## config.mk

```make
export PLATFORM = sky130hd
export DESIGN_NAME = rcct_ctrl
export DESIGN_NICKNAME = d
export VERILOG_FILES = /design/src/rtl/rcct_pkg.sv /design/src/rtl/rcct_ctrl.sv
export SDC_FILE = /design/constraint.sdc
export NUM_CORES = 1
export LEC_CHECK = 0
export BUFFER_PORTS_ARGS = -buffer_cell sky130_fd_sc_hd__clkbuf_2
export CORE_MARGIN = 8
export CORE_UTILIZATION = 51
export CTS_CLUSTER_DIAMETER = 200
export DETAILED_ROUTE_END_ITERATION = 16
export GPL_TIMING_DRIVEN = 0
export PLACE_DENSITY = 0.84
export SLEW_MARGIN = 40
export SYNTH_ARGS = -nofsm -noshare
export SYNTH_HDL_FRONTEND = slang
export SYNTH_SLANG_ARGS = --single-unit
```

## constraint.sdc

```tcl
create_clock -name clk_i -period 4.9 [get_ports clk_i]
set_clock_uncertainty 0.2 [all_clocks]
set_input_delay 0.735 -clock clk_i [delete_from_list [all_inputs] [get_ports clk_i]]
set_output_delay 0.735 -clock clk_i [all_outputs]
set_load 0.05 [all_outputs]
```

## src/rtl/rcct_pkg.sv

```systemverilog
// Shared types, codes and constants of the ring collective completion tracker.
// No dependencies; used by the controller, the datapath, the top level and the checker.
package rcct_pkg;

  // Field widths fixed by the interface.
  localparam int CNT_W       = 11;
  localparam int TAG_W       = 10;
  localparam int PEER_W      = 8;
  localparam int KIND_W      = 3;
  localparam int CMD_W       = 2;
  localparam int REG_W       = 2;
  localparam int CFG_DATA_W  = 11;
  localparam int RES_CNT_W   = 4;
  localparam int MAX_RESULTS = 16;

  // Largest message count the 11-bit register can hold.
  localparam int MSG_LIMIT = 2047;

  // Default sizing.
  localparam int DEF_QUEUE_PAIRS = 2;
  localparam int DEF_INFLIGHT    = 4;
  localparam int DEF_MAX_MSGS    = 1024;

  typedef enum logic [CMD_W-1:0] {
    CMD_START    = 2'd0,
    CMD_SEND_CPL = 2'd1,
    CMD_RECV_CPL = 2'd2
  } cmd_e;

  typedef enum logic [KIND_W-1:0] {
    KIND_POST_SEND  = 3'd0,
    KIND_POST_RECV  = 3'd1,
    KIND_ALL_DONE   = 3'd2,
    KIND_SPURIOUS   = 3'd3,
    KIND_OVER_COUNT = 3'd4
  } kind_e;

  typedef enum logic [REG_W-1:0] {
    REG_MSGS_PER_QUEUE = 2'd0,
    REG_SEND_PEER      = 2'd1,
    REG_RECV_PEER      = 2'd2
  } reg_e;

  // Which result the datapath loads into the output register.
  typedef enum logic [2:0] {
    EMIT_SEND       = 3'd0,
    EMIT_RECV       = 3'd1,
    EMIT_DONE       = 3'd2,
    EMIT_SPUR_START = 3'd3,
    EMIT_SPUR_QP    = 3'd4,
    EMIT_SPUR_IDX   = 3'd5,
    EMIT_OVER       = 3'd6
  } emit_sel_e;

  typedef enum logic [2:0] {
    ST_CLEAR,
    ST_IDLE,
    ST_START,
    ST_POST_SEND,
    ST_POST_RECV,
    ST_EVAL,
    ST_CPL_SEND
  } state_e;

  // Commands from the controller to the datapath.
  typedef struct packed {
    logic      clr_en;
    logic      load;
    logic      emit;
    emit_sel_e emit_sel;
    logic      emit_last;
    logic      loop_step;
    logic      commit;
    logic      finish;
  } dp_cmd_t;

  // Status from the datapath to the controller.
  typedef struct packed {
    logic clr_last;
    logic out_free;
    logic any_posted;
    logic cnt_zero;
    logic res_full;
    logic loop_end;
    logic q_bad;
    logic idx_spur;
    logic finishing;
    logic all_fin;
    logic over;
    logic need_recv;
    logic need_send;
  } dp_status_t;

endpackage

```

## src/rtl/rcct_ctrl.sv

```systemverilog
// Controller state machine of the ring collective completion tracker.
// Depends on rcct_pkg; drives the datapath with dp_cmd_t and reads dp_status_t.
module rcct_ctrl (
  input  logic                         clk_i,
  input  logic                         rst_ni,
  input  logic                         s_valid_i,
  output logic                         s_ready_o,
  input  logic [rcct_pkg::CMD_W-1:0]   s_cmd_i,
  input  rcct_pkg::dp_status_t         status_i,
  output rcct_pkg::dp_cmd_t            ctl_o
);

  rcct_pkg::state_e state_q, state_d;

  // State register; the mark store is swept clear right after reset.
  always_ff @(posedge clk_i or negedge rst_ni) begin
    if (!rst_ni) begin
      state_q <= rcct_pkg::ST_CLEAR;
    end else begin
      state_q <= state_d;
    end
  end

  // Next-state logic.
  always_comb begin
    state_d = state_q;
    unique case (state_q)
      rcct_pkg::ST_CLEAR: begin
        if (status_i.clr_last) state_d = rcct_pkg::ST_IDLE;
      end
      rcct_pkg::ST_IDLE: begin
        if (s_valid_i) begin
          unique case (s_cmd_i)
            rcct_pkg::CMD_START:    state_d = rcct_pkg::ST_START;
            rcct_pkg::CMD_SEND_CPL: state_d = rcct_pkg::ST_EVAL;
            rcct_pkg::CMD_RECV_CPL: state_d = rcct_pkg::ST_EVAL;
            default:                state_d = rcct_pkg::ST_IDLE;
          endcase
        end
      end
      rcct_pkg::ST_START: begin
        if (status_i.any_posted) begin
          if (status_i.out_free) state_d = rcct_pkg::ST_IDLE;
        end else if (status_i.cnt_zero) begin
          state_d = rcct_pkg::ST_IDLE;
        end else begin
          state_d = rcct_pkg::ST_POST_SEND;
        end
      end
      rcct_pkg::ST_POST_SEND: begin
        if (status_i.out_free) begin
          state_d = status_i.res_full ? rcct_pkg::ST_IDLE : rcct_pkg::ST_POST_RECV;
        end
      end
      rcct_pkg::ST_POST_RECV: begin
        if (status_i.out_free) begin
          state_d = (status_i.res_full || status_i.loop_end) ? rcct_pkg::ST_IDLE
                                                               : rcct_pkg::ST_POST_SEND;
        end
      end
      rcct_pkg::ST_EVAL: begin
        if (status_i.q_bad || status_i.idx_spur) begin
          if (status_i.out_free) state_d = rcct_pkg::ST_IDLE;
        end else if (status_i.finishing) begin
          if (!status_i.all_fin || status_i.out_free) state_d = rcct_pkg::ST_IDLE;
        end else if (status_i.over) begin
          if (status_i.out_free) state_d = rcct_pkg::ST_IDLE;
        end else if (status_i.need_recv || status_i.need_send) begin
          if (status_i.out_free) begin
            state_d = (status_i.need_recv && status_i.need_send) ? rcct_pkg::ST_CPL_SEND
                                                                   : rcct_pkg::ST_IDLE;
          end
        end else begin
          state_d = rcct_pkg::ST_IDLE;
        end
      end
      rcct_pkg::ST_CPL_SEND: begin
        if (status_i.out_free) state_d = rcct_pkg::ST_IDLE;
      end
      default: state_d = rcct_pkg::ST_IDLE;
    endcase
  end

  // Output logic: one datapath command set per cycle.
  always_comb begin
    ctl_o     = '0;
    s_ready_o = 1'b0;
    unique case (state_q)
      rcct_pkg::ST_CLEAR: begin
        ctl_o.clr_en = 1'b1;
      end
      rcct_pkg::ST_IDLE: begin
        s_ready_o  = 1'b1;
        ctl_o.load = s_valid_i;
      end
      rcct_pkg::ST_START: begin
        if (status_i.any_posted && status_i.out_free) begin
          ctl_o.emit      = 1'b1;
          ctl_o.emit_sel  = rcct_pkg::EMIT_SPUR_START;
          ctl_o.emit_last = 1'b1;
        end
      end
      rcct_pkg::ST_POST_SEND: begin
        if (status_i.out_free) begin
          ctl_o.emit      = 1'b1;
          ctl_o.emit_sel  = rcct_pkg::EMIT_SEND;
          ctl_o.emit_last = status_i.res_full;
        end
      end
      rcct_pkg::ST_POST_RECV: begin
        if (status_i.out_free) begin
          ctl_o.emit      = 1'b1;
          ctl_o.emit_sel  = rcct_pkg::EMIT_RECV;
          ctl_o.emit_last = status_i.res_full || status_i.loop_end;
          ctl_o.loop_step = !(status_i.res_full || status_i.loop_end);
        end
      end
      rcct_pkg::ST_EVAL: begin
        if (status_i.q_bad) begin
          if (status_i.out_free) begin
            ctl_o.emit      = 1'b1;
            ctl_o.emit_sel  = rcct_pkg::EMIT_SPUR_QP;
            ctl_o.emit_last = 1'b1;
          end
        end else if (status_i.idx_spur) begin
          if (status_i.out_free) begin
            ctl_o.emit      = 1'b1;
            ctl_o.emit_sel  = rcct_pkg::EMIT_SPUR_IDX;
            ctl_o.emit_last = 1'b1;
          end
        end else if (status_i.finishing) begin
          if (!status_i.all_fin) begin
            ctl_o.finish = 1'b1;
          end else if (status_i.out_free) begin
            ctl_o.finish    = 1'b1;
            ctl_o.emit      = 1'b1;
            ctl_o.emit_sel  = rcct_pkg::EMIT_DONE;
            ctl_o.emit_last = 1'b1;
          end
        end else if (status_i.over) begin
          if (status_i.out_free) begin
            ctl_o.emit      = 1'b1;
            ctl_o.emit_sel  = rcct_pkg::EMIT_OVER;
            ctl_o.emit_last = 1'b1;
          end
        end else if (status_i.need_recv || status_i.need_send) begin
          if (status_i.out_free) begin
            ctl_o.commit    = 1'b1;
            ctl_o.emit      = 1'b1;
            ctl_o.emit_sel  = status_i.need_recv ? rcct_pkg::EMIT_RECV : rcct_pkg::EMIT_SEND;
            ctl_o.emit_last = !(status_i.need_recv && status_i.need_send);
          end
        end else begin
          ctl_o.commit = 1'b1;
        end
      end
      rcct_pkg::ST_CPL_SEND: begin
        if (status_i.out_free) begin
          ctl_o.emit      = 1'b1;
          ctl_o.emit_sel  = rcct_pkg::EMIT_SEND;
          ctl_o.emit_last = 1'b1;
        end
      end
      default: ;
    endcase
  end

endmodule

```

Yosys cells after proc, flatten, opt, wreduce, memory -nomap -nowiden
Index checks and enable logic that the tools add are counted.
{"block": "totals", "ff_bits": 3, "input_bits": 18, "output_inout_bits": 11, "elab_cells": 76}
{"block": "op_classes", "n_eq_ne": 14, "mux": 48, "reduce_logical": 13}
{"operator": "$mux 5", "n": 14}
{"operator": "$mux 3", "n": 14}
{"operator": "$pmux 5 s5", "n": 1}
{"operator": "$pmux 3 s7", "n": 1}
{"operator": "$mux 1", "n": 11}
{"operator": "$mux 2", "n": 5}
{"operator": "$eq 3x3->1 const B", "n": 3}
{"operator": "$ne 2x2->1 const B", "n": 4}
{"operator": "$eq 3x2->1 const B", "n": 2}
{"operator": "$mux 6", "n": 1}
{"operator": "$ne 6x6->1 const B", "n": 1}
{"operator": "$pmux 3 s2", "n": 1}
{"operator": "$reduce_and 6->1", "n": 1}
{"operator": "$logic_or 1x1->1", "n": 4}
{"operator": "$ne 4x4->1 const B", "n": 1}
{"operator": "$eq 3x1->1 const B", "n": 1}
{"operator": "$logic_not 1->1", "n": 3}
{"operator": "$logic_not 3->1", "n": 1}
{"operator": "$eq 2x1->1 const B", "n": 1}
{"operator": "$eq 2x2->1 const B", "n": 1}
{"operator": "$logic_and 1x1->1", "n": 2}
{"operator": "$logic_not 2->1", "n": 1}
{"operator": "$reduce_or 2->1", "n": 1}

Logic depth before layout (Yosys ltp)
Gate-level depths: netlist of the first run.
{"block": "logic_depth", "word_depth": 9, "depth_mapped": 6, "ltp_nobuf": 5}

Least setup slack after synthesis of the first run
Ideal clock, no wire load.
{"block": "synth_timing", "kind": "input port to output port", "startpoint": "input status_i[2] (netlist name)", "endpoint": "output ctl_o[1] (netlist name)", "arrival_time_ns": 3.614, "required_ns": 3.965, "path_slack_ns": 0.351, "stages": 2, "n_path_buf": 0, "path_cell_list": "or3_1 -> a2111oi_0"}
{"item": "start: declaration", "line_no": "rcct_ctrl.sv:9", "text": "input rcct_pkg::dp_status_t status_i,"}
{"item": "end: declaration", "line_no": "rcct_ctrl.sv:10", "text": "output rcct_pkg::dp_cmd_t ctl_o"}

==> results.cfg, run 1 <==
[final_layout]
reg_top3 = state_q x3
multi_input_area_sq_um = 592
final_layout_size_suffix_gt1_share_pct = 38.2
largest-register = state_q
largest_reg_flops = 3
regArea_sq_um = 75.1
n_fill_cell = 114
antenna_cells = 0
nNetsFinal = 144
area_delta_synth_final_pct = 25.6

[floorplanning]
die_area_sq_mm = 0.00288
start_util_pct = 54.8
ios = 29
die_x_microns = 53.6
core_sq_mm = 0.00132
rows = 13
die_h_microns = 53.6

[logic_synthesis]
yosys_warnings = 0
synthCells = 91
synth.mux.area_fraction_pct = 9.36
synth_top_family_by_area = simple AND/OR/NAND/NOR gates
synth_common_cells = 6 x nor3_1, 6 x o21ai_0, 5 x a21oi_1, 5 x nand2_1, 5 x nor2_1
synth-async-reset-ratio_pct = 100
synth-main-ff-cell = dfrtp_1
netlist_area_sq_um = 722
synth_top_area_cell = dfrtp_1
synth_compound_area_share_pct = 33.6
ys_ff_latch = 3
synth_xor_xnor_area_share_pct = 0
yosys.area_share.simple_pct = 35.5
synth_edf_count = 0
synth_area_leaders = dfrtp_1 10%, mux2i_1 4.2%, nor3_1 4.2%
synth_top_area_share_pct = 10.4
ys_types = 47
synth.avg_cell_area_sq_um = 7.93
syn_nets = 111
synthAdderAreaFrac_pct = 3.47
seq_area_frac_synth_pct = 10.4

[cts]
cts_buffer_depth = 2
root_buffer = clkbuf_4
cts_sinks = 3
cts_buffers = 3
ctsHoldBuffers = 0
cts.repair.resized = 0
clk_pin_slew_ns = 0.04
post_cts_buffers = 0
cts_tree = yes
worstSkewPairLatency_ns = 0.23
h-tree-depth = 1

[detailed_routing]
ant_nets = 0
wl_per_cell_microns = 16.3
vias = 877
finalWirelength_microns = 2250
drtPass1Iterations = 4
via_per_inst = 6.36
drcViolationCount = 0
dr.first_iter.drc_count = 29

[global_route]
grt_pass1_wl_microns = 3710
grt_max_degree = 11
grt_usage_pct = 16.1
grt_pass1_vias = 850
overflow = 0
antenna_found_initial = 0

[sta]
fmax_mhz = 328
holdWs_ns = 0.0926
period_minus_slack_ns = 3.05
finalCritPeriodShare_pct = 62.2
worst_pin_slew_ns = 0.392
setup_viol = 0
slew_viol_final = 0
final-hold-violation-count = 0
relSlewSlack_pct = 73.9
tns_ns = 0
rsz0062_at_grt = false

[pwr]
p_leak_nw = 0.413
p_seq_share_pct = 10.5
p_comb_share_pct = 79.9
power_switching_share_pct = 55.1
pwr-share-clk_pct = 9.6
cellInternalPower_w = 0.000204
ir_worst_vdd_mv = 0.304
p_per_area_mw_per_mm2 = 502
switching_power_w = 0.000251

[worst_hold_path]
hold_path_class = in2async

[critical_path]
critPathCaptureType = primary output
crit_start = status_i[11]
crit_path_start_kind = primary input
path_max_fanout = 10
cp.arrival_ns = 2.11
crit_type = in2out
cp.required_ns = 3.96
worstReg2RegStart = state_q[1]

[placed_design]
hpwl_microns = 1810
gp_congestion = 0.907
io_buffers = 28

[run_status]
status = finished, final reports clean

[run]
cap_violations = 0
==> power groups by stage <==
stage | registers [W] | logic [W] | clock network (W)
after global placement | 0.0000471 | 0.000352 | 0
final | 0.0000479 | 0.000363 | 0.0000438
after global routing | 0.0000488 | 0.000391 | 0.0000456
after floorplan | 0.0000427 | 0.000288 | 0
after CTS | 0.0000476 | 0.000363 | 0.0000431
after detailed placement | 0.0000482 | 0.000361 | 0
==> per-layer routing <==
layer	GRT usage, %	vias up	wire [microns]
met3	2.48	0	112
met2	29.1	33	1170
met4	2.94	0	0
met1	19.5	420	976
met5	0	-	0
li1	-	424	-
==> through the flow <==
step	power (W)	cell area (sq um)	cells	setup slack, ns	util [%]
2_1_floorplan	0.000331	722	91	0.351	-
3_3_place_gp	0.000399	881	134	1.90	66.9
3_5_place_dp	0.000409	881	134	1.86	66.9
4_1_cts	0.000453	907	138	1.87	68.9
5_1_grt	0.000486	907	138	1.77	68.9
6_report	0.000455	907	138	1.85	68.9
==> placed cells by master, fill, tap and decap left out, types with 2 or more instances in the layout <==
cell and instances:
clkbuf_2 29, o21ai_0 6, nor3_1 6, nor2_1 5, nand2_1 5, a21oi_1 5, inv_1 4, buf_2 4
o31a_1 3, mux2i_1 3, nor4bb_1 3, clkbuf_4 3, dfrtp_1 3, nor3b_1 2, buf_4 2, a2bb2oi_1 2
nor4b_1 2, a211oi_1 2, nor4_1 2, a211o_1 2, ha_1 2
==> worst paths after layout <==
kind | depth (start not counted) | slack, ns | to
max | 7 | 1.85 | ctl_o[3]
min reg2reg | 4 | 0.77 | state_q[0]
min | 1 | 0.09 | state_q[1]
max in group asynchronous | 1 | 4.30 | state_q[0]
min in group clk_i | 4 | 0.77 | state_q[0]
max reg2reg | 4 | 3.00 | state_q[2]
==> kinds of logic (layout without fill, tap and decap cells) <==
group | Yosys count | in the layout
AO/OA/AOI/OAI | 31 | 31
adder cells (fa/ha/maj) | 2 | 2
buffers and inverters | 11 | 43
flip-flops | 3 | 3
multiplexers | 6 | 6
AND/OR/NAND/NOR | 38 | 38
==> critical path, stage by stage <==
cell and delay, ns:
clkbuf_2 0.13, buf_2 0.25, nand4b_1 0.15, a211oi_1 0.30, o31a_1 0.19, a21o_1 0.08, clkbuf_2 0.27
==> area by class of cell <==
class                           instances  share of cell area [%]
Buffer                                  7                    4.41
Clock buffer                            4                    2.90
Inverter                                4                    1.66
Multi-Input combinational cell         77                    65.2
Sequential cell                         3                    8.28
Tap cell                               15                    2.07
Timing Repair Buffer                   28                    15.4
Note: power is estimated with default switching activity, not from simulation.
==> run 2: changes to the inputs <==
Settings changed: CORE_UTILIZATION 51 to 43, PLACE_DENSITY 0.84 to 0.75.
Clock period 4.9 ns to 2.6 ns, I/O delays scaled along.
==> run 2 against run 1 <==
Against the previous run: final area increased by 5.0%; flip-flop and latch count stayed put; global-route usage shrank 2.4 points; clock power rose by 89%; wire length down 2.4%; register-to-register slack got worse by 2.3 ns; non-clock buffer count rose by 1; largest cell class unchanged; via count is 2.4% lower; count of clock-buffer cells in the layout unchanged; die area rose by 13%; worst hold slack gained 0.19 ns.
==> results.cfg, run 2 (same netlist as run 1, synthesis figures left out) <==
[run_status]
status = finished, final reports clean

[detailed_routing]
wl_per_cell_microns = 15.6
drtPass1Iterations = 4
finalWirelength_microns = 2200
via_per_inst = 6.07
dr.first_iter.drc_count = 25
ant_nets = 0
vias = 856
drcViolationCount = 0

[cts]
h-tree-depth = 1
worstSkewPairLatency_ns = 0.23
cts_buffer_depth = 2
cts_buffers = 3
cts_tree = yes
root_buffer = clkbuf_4
clk_pin_slew_ns = 0.04
cts_sinks = 3

[pwr]
pwr-share-clk_pct = 9.5
p_comb_share_pct = 80.5
p_leak_nw = 0.425
power_switching_share_pct = 54.4
ir_worst_vdd_mv = 0.620
p_per_area_mw_per_mm2 = 916
switching_power_w = 0.000475
cellInternalPower_w = 0.000398
p_seq_share_pct = 10.0

[critical_path]
critPathCaptureType = primary output
crit_type = reg2out
crit_path_start_kind = flip-flop
rrSetupSlack_ns = 0.70
cp.required_ns = 2.01
path_max_fanout = 10
cp.arrival_ns = 1.91

[global_route]
grt_pass1_wl_microns = 3740
overflow = 0
grt_max_degree = 11
grt_usage_pct = 13.6
grt_pass1_vias = 844
antenna_found_initial = 0

[final_layout]
antenna_cells = 0
largest_reg_flops = 3
final_layout_size_suffix_gt1_share_pct = 41.9
area_delta_synth_final_pct = 31.9
final_util_pct = 57.7
reg_top3 = state_q x3
mostFrequentLayoutCell = clkbuf_2
largest-register = state_q
n_fill_cell = 165
final_cell_mix = 27 x clkbuf_2, 6 x o21ai_0
nNetsFinal = 145

[floorplanning]
core_sq_mm = 0.00165
die_area_sq_mm = 0.00325
start_util_pct = 43.7
die_x_microns = 57.0
die_h_microns = 57.0
rows = 15
ios = 29

[sta]
worst_pin_slew_ns = 0.394
fmax_mhz = 400
setup_viol = 0
finalCritPeriodShare_pct = 96.2
tns_ns = 0
final-hold-violation-count = 0
relSlewSlack_pct = 73.5
slew_viol_final = 0
rsz0062_at_grt = false
worst_slack_ns = 0.0989
period_minus_slack_ns = 2.50

[placed_design]
io_buffers = 28
place_ws_ns = 0.203
gp_congestion = 0.873
hpwl_microns = 1720

[run]
cap_violations = 0

[worst_hold_path]
hold_path_class = in2async
==> run 2: cell types whose count changed in the layout (fill, tap and decap cells not counted), sizes merged <==
cell         previous run  this run
buf                     6         7
clkbuf                 33        32
dlygate4sd3             0         1
==> run 2: final cells by class <==
class                   instances  area [sq um]  area share (%)
plain buffers                   7          42.5            4.47
clock buffers                   4          26.3            2.76
inverters                       4          15.0            1.58
multi-input cells              77           619            65.0
flip-flops and latches          3          75.1            7.88
well taps                      17          21.3            2.23
repair buffers                 29           153            16.0
==> run 2: worst paths after layout <==
| kind | end | start | depth (start not counted) |
|---|---|---|---|
| setup / recovery | ctl_o[3] | state_q[2] | 7 |
| hold / removal | state_q[0] | rst_ni | 2 |
| setup reg to reg | state_q[2] | state_q[1] | 4 |
| hold reg to reg | state_q[1] | state_q[0] | 3 |
| max in group asynchronous | state_q[1] | rst_ni | 2 |
| min in group clk_i | state_q[1] | status_i[9] | 5 |
==> run 2: what timing repair did <==
| action | 4_1_cts | 5_1_grt |
|---|---|---|
| pin swaps | 0 | 0 |
| endpoints found under the hold margin | 3 | 0 |
| resized for setup | 2 | 3 |
| endpoints found under the setup margin | 1 | 3 |
| hold buffers | 1 | 0 |
| cloned | 0 | 0 |
| buffers inserted | 0 | 0 |
==> run 2: metrics by stage <==
step	cells	instance area (sq um)	power, W	hold slack [ns]
after CTS	141	941	0.000872	0.278
after global routing	141	952	0.000927	0.294
after detailed placement	136	900	0.000774	-0.0129
after global placement	136	900	0.000765	-0.0161
after floorplan	91	738	0.000632	-0.106
final	141	952	0.000872	0.283
==> run 2: worst max-delay path: stages, from the launching register on <==
cell      delay, ns
dfrtp_1        0.41
buf_4          0.21
buf_4          0.18
nand4b_1       0.13
a211oi_2       0.26
o31a_1         0.18
a21o_1         0.09
clkbuf_4       0.22
==> run 2: power by group through the flow <==
stage	clock network (W)	logic [W]	registers (W)
2_1_floorplan	0	0.000552	0.0000803
3_3_place_gp	0	0.000676	0.0000884
3_5_place_dp	0	0.000686	0.0000880
4_1_cts	0.0000859	0.000698	0.0000878
5_1_grt	0.0000904	0.000746	0.0000914
6_report	0.0000826	0.000702	0.0000874
==> run 2: routing by layer <==
metal	GRT usage, %	up-vias	wire (microns)
li1	-	430	-
met3	3.77	4	147
met4	5.70	0	25
met1	15.7	391	934
met2	22.9	31	1090
met5	0	-	0
